==> src/rtl/core/jet_quality_classifier_core_macros.svh <==
// Assertion macros shared by the jet quality classifier RTL.
`ifndef JET_QUALITY_CLASSIFIER_CORE_MACROS_SVH
`define JET_QUALITY_CLASSIFIER_CORE_MACROS_SVH

// Same-cycle implication, disabled during reset
`define JQC_ASSERT_NOW(label, clk_sig, rst_sig, ante, cons) \
  label: assert property (@(posedge clk_sig) disable iff (rst_sig) (ante) |-> (cons)) \
    else $error("jet quality classifier: assertion failed");

// Next-cycle implication, disabled during reset
`define JQC_ASSERT_NEXT(label, clk_sig, rst_sig, ante, cons) \
  label: assert property (@(posedge clk_sig) disable iff (rst_sig) (ante) |=> (cons)) \
    else $error("jet quality classifier: assertion failed");

`endif

==> src/rtl/core/jqc_pkg.sv <==
// Package: widths, codes, cut thresholds and fraction compare helpers for the jet classifier.
package jqc_pkg;

  // Port and datapath widths
  localparam int ENERGY_W    = 24;
  localparam int ENERGY_BITS = 24;
  localparam int ETA_W       = 14;
  localparam int COUNT_W     = 8;
  localparam int CFG_INDEX_W = 2;
  localparam int CFG_DATA_W  = 2;
  localparam int PCT_W       = 7;
  localparam int PROD_W      = ENERGY_BITS + PCT_W;

  // Configuration register indexes
  localparam logic [CFG_INDEX_W-1:0] CFG_YEAR = 2'd0;
  localparam logic [CFG_INDEX_W-1:0] CFG_KIND = 2'd1;

  typedef enum logic [1:0] {
    YEAR_2016,
    YEAR_2017,
    YEAR_2018,
    YEAR_UNUSED
  } year_t;

  typedef enum logic {
    KIND_CHS,
    KIND_PUPPI
  } kind_t;

  // Region bounds on |eta| in thousandths
  localparam logic [ETA_W-1:0] ETA_2P4 = 14'd2400;
  localparam logic [ETA_W-1:0] ETA_2P6 = 14'd2600;
  localparam logic [ETA_W-1:0] ETA_2P7 = 14'd2700;
  localparam logic [ETA_W-1:0] ETA_3P0 = 14'd3000;

  // Fraction thresholds in hundredths
  localparam logic [PCT_W-1:0] PCT_SCALE = 7'd100;
  localparam logic [PCT_W-1:0] PCT_99    = 7'd99;
  localparam logic [PCT_W-1:0] PCT_98    = 7'd98;
  localparam logic [PCT_W-1:0] PCT_90    = 7'd90;
  localparam logic [PCT_W-1:0] PCT_80    = 7'd80;
  localparam logic [PCT_W-1:0] PCT_20    = 7'd20;
  localparam logic [PCT_W-1:0] PCT_02    = 7'd2;
  localparam logic [PCT_W-1:0] PCT_01    = 7'd1;

  // Constituent count thresholds
  localparam logic [COUNT_W-1:0] NM_MIN_MID = 8'd2;
  localparam logic [COUNT_W-1:0] NM_MIN_FWD = 8'd10;
  localparam logic [COUNT_W-1:0] NM_MAX_FWD = 8'd15;
  localparam logic [COUNT_W:0]   NCONST_MIN = 9'd1;

  // Fraction x/e strictly below c/100, false for zero energy
  function automatic logic frac_lt(input logic [ENERGY_BITS-1:0] x,
                                   input logic [ENERGY_BITS-1:0] e,
                                   input logic [PCT_W-1:0] c);
    logic [PROD_W-1:0] xs;
    logic [PROD_W-1:0] es;
    xs = PROD_W'(x) * PROD_W'(PCT_SCALE);
    es = PROD_W'(e) * PROD_W'(c);
    return (e != '0) && (xs < es);
  endfunction

  // Fraction x/e strictly above c/100, false for zero energy
  function automatic logic frac_gt(input logic [ENERGY_BITS-1:0] x,
                                   input logic [ENERGY_BITS-1:0] e,
                                   input logic [PCT_W-1:0] c);
    logic [PROD_W-1:0] xs;
    logic [PROD_W-1:0] es;
    xs = PROD_W'(x) * PROD_W'(PCT_SCALE);
    es = PROD_W'(e) * PROD_W'(c);
    return (e != '0) && (xs > es);
  endfunction

endpackage

==> src/rtl/core/jet_quality_classifier_core.sv <==
// Jet quality classifier: jet ID and lepton veto decisions, one jet per cycle.
//
// Usage:
//   Input channel: a jet is transferred on a rising edge with start high and
//   busy low. busy is low at all times except while rst is high, so a new jet
//   may be offered in every cycle.
//   Configuration channel: cfg_valid/cfg_ready with cfg_index and cfg_data.
//   Index 0 sets the year rule set, index 1 the jet kind; other indexes are
//   ignored. Write only while no jet is in flight.
//   Result channel: result_valid strobes for one cycle with loose_pass,
//   tight_pass and lepton_veto_pass. The receiver cannot stall the block.
//   Path: each jet passes the input register, then the result register.
//   Throughput: one jet per cycle, set by the single compare stage between
//   the two registers.
//   Reset: rst clears the pipeline valid bits and both configuration
//   registers (2016 rules, charged-hadron-subtracted jets).
`include "jet_quality_classifier_core_macros.svh"

module jet_quality_classifier_core import jqc_pkg::*; (
  input  logic                   clk,
  input  logic                   rst,
  input  logic                   start,
  output logic                   busy,
  input  logic [ETA_W-1:0]       eta_milli,
  input  logic [ENERGY_W-1:0]    total_energy,
  input  logic [ENERGY_W-1:0]    neutral_hadron_energy,
  input  logic [ENERGY_W-1:0]    neutral_em_energy,
  input  logic [ENERGY_W-1:0]    charged_hadron_energy,
  input  logic [ENERGY_W-1:0]    charged_em_energy,
  input  logic [ENERGY_W-1:0]    muon_energy,
  input  logic [COUNT_W-1:0]     charged_count,
  input  logic [COUNT_W-1:0]     neutral_count,
  input  logic                   cfg_valid,
  output logic                   cfg_ready,
  input  logic [CFG_INDEX_W-1:0] cfg_index,
  input  logic [CFG_DATA_W-1:0]  cfg_data,
  output logic                   result_valid,
  output logic                   loose_pass,
  output logic                   tight_pass,
  output logic                   lepton_veto_pass
);

  // Configuration registers
  year_t year;
  kind_t kind;

  // Input register stage
  logic                   in_valid;
  logic [ETA_W-1:0]       eta_raw;
  logic [ENERGY_BITS-1:0] e;
  logic [ENERGY_BITS-1:0] nh;
  logic [ENERGY_BITS-1:0] nem;
  logic [ENERGY_BITS-1:0] ch;
  logic [ENERGY_BITS-1:0] cem;
  logic [ENERGY_BITS-1:0] mu;
  logic [COUNT_W-1:0]     cm;
  logic [COUNT_W-1:0]     nm;

  // Decision logic
  logic [ETA_W-1:0]   eta_abs;
  logic [COUNT_W:0]   nconst;
  logic               chf_pos;
  logic               central, upto26, upto27, mid, fwd;
  logic               nh_lt99, nh_lt98, nh_lt90, nh_gt02, nh_gt20;
  logic               nem_lt99, nem_lt90, nem_gt01, nem_gt02;
  logic               cem_lt99, mu_lt80;
  logic               track16, fwd_mid16, fwd_far16;
  logic               track17, core17;
  logic               core18, edge18;
  logic               loose_next, tight_next, veto_next;

  assign busy      = rst;
  assign cfg_ready = !rst;

  // Take configuration writes
  always_ff @(posedge clk) begin
    if (rst) begin
      year <= YEAR_2016;
      kind <= KIND_CHS;
    end else if (cfg_valid && cfg_ready) begin
      case (cfg_index)
        CFG_YEAR: year <= year_t'(cfg_data);
        CFG_KIND: kind <= kind_t'(cfg_data[0]);
        default: ;
      endcase
    end
  end

  // Capture a jet on each transfer
  always_ff @(posedge clk) begin
    if (rst) begin
      in_valid <= 1'b0;
    end else begin
      in_valid <= start && !busy;
    end
  end

  always_ff @(posedge clk) begin
    if (start && !busy) begin
      eta_raw <= eta_milli;
      e       <= total_energy[ENERGY_BITS-1:0];
      nh      <= neutral_hadron_energy[ENERGY_BITS-1:0];
      nem     <= neutral_em_energy[ENERGY_BITS-1:0];
      ch      <= charged_hadron_energy[ENERGY_BITS-1:0];
      cem     <= charged_em_energy[ENERGY_BITS-1:0];
      mu      <= muon_energy[ENERGY_BITS-1:0];
      cm      <= charged_count;
      nm      <= neutral_count;
    end
  end

  // Eta magnitude, regions and energy fraction compares
  always_comb begin
    eta_abs = eta_raw[ETA_W-1] ? ETA_W'(~eta_raw + 1'b1) : eta_raw;
    nconst  = {1'b0, cm} + {1'b0, nm};
    chf_pos = (e != '0) && (ch != '0);
    central = eta_abs <= ETA_2P4;
    upto26  = eta_abs <= ETA_2P6;
    upto27  = eta_abs <= ETA_2P7;
    mid     = (eta_abs > ETA_2P7) && (eta_abs <= ETA_3P0);
    fwd     = eta_abs > ETA_3P0;

    nh_lt99  = frac_lt(nh, e, PCT_99);
    nh_lt98  = frac_lt(nh, e, PCT_98);
    nh_lt90  = frac_lt(nh, e, PCT_90);
    nh_gt02  = frac_gt(nh, e, PCT_02);
    nh_gt20  = frac_gt(nh, e, PCT_20);
    nem_lt99 = frac_lt(nem, e, PCT_99);
    nem_lt90 = frac_lt(nem, e, PCT_90);
    nem_gt01 = frac_gt(nem, e, PCT_01);
    nem_gt02 = frac_gt(nem, e, PCT_02);
    cem_lt99 = frac_lt(cem, e, PCT_99);
    mu_lt80  = frac_lt(mu, e, PCT_80);
  end

  // Combine the cuts of the selected rule set
  always_comb begin
    track16   = (central && chf_pos && (cm != '0) && cem_lt99) || !central;
    fwd_mid16 = nh_lt98 && nem_gt01 && (nm > NM_MIN_MID) && mid;
    fwd_far16 = nem_lt90 && (nm > NM_MIN_FWD) && fwd;
    track17   = (central && chf_pos && (cm != '0)) || !central;
    core17    = nh_lt90 && nem_lt90 && (nconst > NCONST_MIN) && track17 && upto27;
    core18    = (cm != '0) && chf_pos && (nconst > NCONST_MIN) && nem_lt90 && nh_lt90
                && upto26;
    edge18    = nem_lt99 && nh_lt90 && !upto26 && upto27;

    loose_next = 1'b1;
    tight_next = 1'b1;
    case (year)
      YEAR_2016: begin
        loose_next = (nh_lt99 && nem_lt99 && (nconst > NCONST_MIN) && track16 && upto27)
                     || fwd_mid16 || fwd_far16;
        tight_next = (nh_lt90 && nem_lt90 && (nconst > NCONST_MIN) && track16 && upto27)
                     || fwd_mid16 || fwd_far16;
      end
      YEAR_2017: begin
        if (kind == KIND_CHS) begin
          tight_next = core17
                       || (nem_lt99 && nem_gt02 && (nm > NM_MIN_MID) && mid)
                       || (nem_lt90 && nh_gt02 && (nm > NM_MIN_FWD) && fwd);
        end else begin
          tight_next = core17
                       || (nh_lt99 && mid)
                       || (nem_lt90 && nh_gt02 && (nm < NM_MAX_FWD) && (nm > NM_MIN_MID)
                           && fwd);
        end
      end
      YEAR_2018: begin
        if (kind == KIND_CHS) begin
          tight_next = core18
                       || ((cm != '0) && edge18)
                       || (nem_gt02 && nem_lt99 && (nm > NM_MIN_MID) && mid)
                       || (nem_lt90 && nh_gt20 && (nm > NM_MIN_FWD) && fwd);
        end else begin
          tight_next = core18
                       || edge18
                       || (nh_lt99 && mid)
                       || (nem_lt90 && nh_gt02 && (nm > NM_MIN_MID) && (nm < NM_MAX_FWD)
                           && fwd);
        end
      end
      default: begin
        loose_next = 1'b1;
        tight_next = 1'b1;
      end
    endcase

    veto_next = (mu_lt80 && upto27) || !upto27;
  end

  // Result register: strobe one cycle per jet
  always_ff @(posedge clk) begin
    if (rst) begin
      result_valid <= 1'b0;
    end else begin
      result_valid <= in_valid;
    end
  end

  always_ff @(posedge clk) begin
    if (in_valid) begin
      loose_pass       <= loose_next;
      tight_pass       <= tight_next;
      lepton_veto_pass <= veto_next;
    end
  end

  // Checks on the pipeline and the decision rules
  `JQC_ASSERT_NEXT(a_accept_fills_stage, clk, rst, start && !busy, in_valid)
  `JQC_ASSERT_NEXT(a_stage_gives_result, clk, rst, in_valid, result_valid)
  `JQC_ASSERT_NEXT(a_loose_late_years, clk, rst,
                   in_valid && (year == YEAR_2017 || year == YEAR_2018), loose_pass)
  `JQC_ASSERT_NEXT(a_zero_energy_central_veto, clk, rst,
                   in_valid && (e == '0) && upto27, !lepton_veto_pass)
  `JQC_ASSERT_NEXT(a_forward_veto_passes, clk, rst, in_valid && !upto27, lepton_veto_pass)

endmodule
==> config.mk <==
export PLATFORM = sky130hd
export DESIGN_NAME = jet_quality_classifier_core
export DESIGN_NICKNAME = d
export VERILOG_FILES = /design/src/rtl/core/jqc_pkg.sv /design/src/rtl/core/jet_quality_classifier_core.sv
export VERILOG_INCLUDE_DIRS = /design/src /design/src/rtl/core
export SDC_FILE = /design/constraint.sdc
export NUM_CORES = 1
export LEC_CHECK = 0
export BUFFER_PORTS_ARGS = -buffer_cell sky130_fd_sc_hd__buf_2
export CORE_ASPECT_RATIO = 0.5
export CORE_MARGIN = 5
export CORE_UTILIZATION = 40
export CTS_CLUSTER_DIAMETER = 50
export DETAILED_ROUTE_END_ITERATION = 10
export GPL_TIMING_DRIVEN = 0
export RECOVER_POWER = 25
export SLEW_MARGIN = 20
export SYNTH_ARGS = -nofsm -noshare
export SYNTH_HDL_FRONTEND = slang
export SYNTH_SLANG_ARGS = --single-unit
==> constraint.sdc <==
create_clock -name clk -period 26.2 [get_ports clk]
set_input_delay 5.24 -clock clk [delete_from_list [all_inputs] [get_ports clk]]
set_output_delay 5.24 -clock clk [all_outputs]
set_load 0.005 [all_outputs]
==> results.tsv <==
stage	metric	value	unit
run_status	status	finished clean	
detailed_routing	Wirelength per Cell	16.90	um
timing	clock skew	10.78	ps
yosys	cell area after synthesis	30320	um2
detailed_routing	DRT Pass-1 Iters	5	
clock_tree	CTS clock-pin slew for the worst setup and hold paths	80	ps
die	Starting Density	40.35	%
power_and_ir_drop	peak supply drop	0.06456	mV
timing	Max Slew Vio Count	0	
clock_tree	CTS Hold Bufs	0	
timing	TNS Setup	0	ps
detailed_routing	DRC	0	
global_route	largest net degree at the start of global routing	29	
detailed_routing	Final ANT Viol Nets	0	
clock_tree	CTS buffer count	17	
timing	RSZ-0062 raised after global routing	no	
die	Die Wd	399.4	um
power_and_ir_drop	Pwr per Cell Area	102.5	nW/um2
clock_tree	Clock Path Buffers	2	
yosys	Post-Syn Instances	3255	
yosys	Cell variety after synth	75	
placed_design	Post-Place Cells	4472	
timing	setup ws final	15290	ps
global_route	gr usage total	18.82	%
flow_run	# Max-Cap Violations	0	
detailed_routing	Starting DRT DRC Count	1234	
cells_and_area	share of cells above drive strength 1	7.524	%
timing	Final Cycle Share	41.62	%
detailed_routing	WL final	76180	um
worst_setup_path	worst path arrival time	5670	ps
global_route	GRT overflow	0	
yosys	syn nets	4394	
clock_tree	post-CTS sizing	0	
worst_setup_path	crit path kind	primary input to primary output	
detailed_routing	DR vias/cell	5.198	
clock_tree	CTS H-tree depth	4	
clock_tree	# clock sinks	182	
worst_setup_path	worst-path fanout max	8	
clock_tree	CTS tree	built	
cells_and_area	final core occ	44.36	%
timing	worst hold slack	570.5	ps
placed_design	RD Place Congestion	0.9143	
die	FP Rows	71	
timing	Slew @ Worst Pin	1101	ps
cells_and_area	post-route cell area	33340	um2
global_route	initial antenna violation count	5	
die	num ports	188	
yosys	EDFF count, synth	177	
clock_tree	Skew-Pair Late Insertion Delay	500	ps
placed_design	setup slack at placement	15280	ps
yosys	average cell area after synthesis	9.315	um2
cells_and_area	area delta synth->final	9.953	%
worst_setup_path	required time of the worst setup path	20960	ps
timing	final critical-path required period	10910	ps
global_route	first-pass GRT wire length	121500	um
yosys	Synth Flop Type	edfxtp_1	
worst_setup_path	Critical Path End Type	primary output	
clock_tree	Clock Root Buffer	clkbuf_16	
power_and_ir_drop	leakage power	17.20	nW
cells_and_area	most frequent cells in the layout	ha_1, inv_1, a21oi_1	
die	total core area	75150	um2
timing	Fmax achieved	0.09170	GHz
clock_tree	Post-CTS Setup Bufs	0	
yosys	register area share after synthesis	17.86	%
timing	final setup fails	0	
worst_hold_path	worst min path class	flop to flop	
placed_design	post-DP HPWL	66850	um
yosys	Synth warnings	0	
cells_and_area	most common cell after layout, fill and taps aside	ha_1	
global_route	vias in the first global route	24070	
power_and_ir_drop	Pwr Total	3.417	mW
placed_design	dpl cell area	32730	um2
yosys	Async S/R FF share, synth	0	%
worst_setup_path	element type at the critical path start	primary input	
timing	Fin. Hold Viols	0	
yosys	Synth Register Bits	182	
placed_design	IO Port Bufs	187	
worst_hold_path	hold depth	2	
die	Die Ht	204.7	um
timing	Slew headroom	26.09	%
die	die area	81750	um2
cells_and_area	final non-filler cell total	4509	
cells_and_area	fin nets	4608	
worst_setup_path	Reg2Reg Depth	26	
detailed_routing	routed vias	23440	
## Yosys cell counts (17+ instances only)
master    count  area [um2]
a31oi_1      28       175.2
nor2_1      112       420.4
nand2_1      86       322.8
a21o_1      110       825.8
xor2_1       74       648.1
xnor2_1     100       875.8
o211ai_1     17       127.6
o21a_1       48       360.4
inv_1       664        2492
nor3_1       54       270.3
nor4_1       20       125.1
nand4_1      45       281.5
fa_1        163        3263
or2_2        18       112.6
o31ai_1      19       142.6
nor2b_1      40       250.2
o21ai_0     108       540.5
a211oi_1     37       277.8
nand2b_1     38       237.7
o21bai_1     32       240.2
edfxtp_1    177        5315
nand3_1      44       220.2
or3_1        18       112.6
a21oi_1     194       970.9
and3_1       27       168.9
ha_1        794        9935
## layer usage
layer / wire [um] / GRT usage [%] / share of wire (%) / vias up
met5: 0 / 0 / 0 / -
met4: 1040 / 4.036 / 1.4 / 0
met3: 3318 / 2.805 / 4.4 / 46
met2: 34330 / 31.21 / 45 / 354
met1: 37490 / 26.12 / 49 / 11160
li1: - / - / - / 11880
## power breakdown
| part | total, mW | leakage [nW] | switching, mW | internal (mW) |
|---|---|---|---|---|
| Combinational | 2.78 | 15.2 | 1.62 | 1.16 |
| Sequential | 0.370 | 1.70 | 0.0261 | 0.344 |
| Clock | 0.268 | 0.291 | 0.139 | 0.129 |
| Total | 3.42 | 17.2 | 1.78 | 1.63 |
## state kept, by name (all words and copies together), names as in the netlist, 2 cells and up
register	flops
cem	24
ch	24
cm	8
e	24
eta_raw	14
mu	24
nem	24
nh	24
nm	8
year	2
## cell families (layout without fill, tap and decap cells)
family,after synthesis,count (layout),share of synthesized area (%)
compound gates,710,710,15.40
other cells,0,5,0
buf+inv,671,898,8.319
fa+ha+maj,959,959,43.59
xor+xnor,174,174,5.026
flops,182,182,17.86
simple gates,554,554,9.623
mux,5,5,0.1774
## cell type report
cell class              instances  area (um2)
fillers                      7369       41820
multi-input cells            2402       22400
flip-flops and latches        182        5415
inverters                     664        2492
well taps                    1022        1279
repair buffers                195        1106
clock buffers                  17       425.4
clock inverters                15       176.4
plain buffers                   7       30.03
diodes                          5       12.51
## worst paths after layout
| path | slack [ps] | startpoint | endpoint |
|---|---|---|---|
| max | 15290 | rst | busy |
| min | 570 | year[0] | year[0] |
| max reg2reg | 18310 | e[0] | tight_pass |
| min reg2reg | 570 | year[0] | year[0] |
## worst max-delay path: stages
cell and delay [ps]:
buf_2 180, buf_4 140, buf_2 110
(Power assumes the default switching activity.)
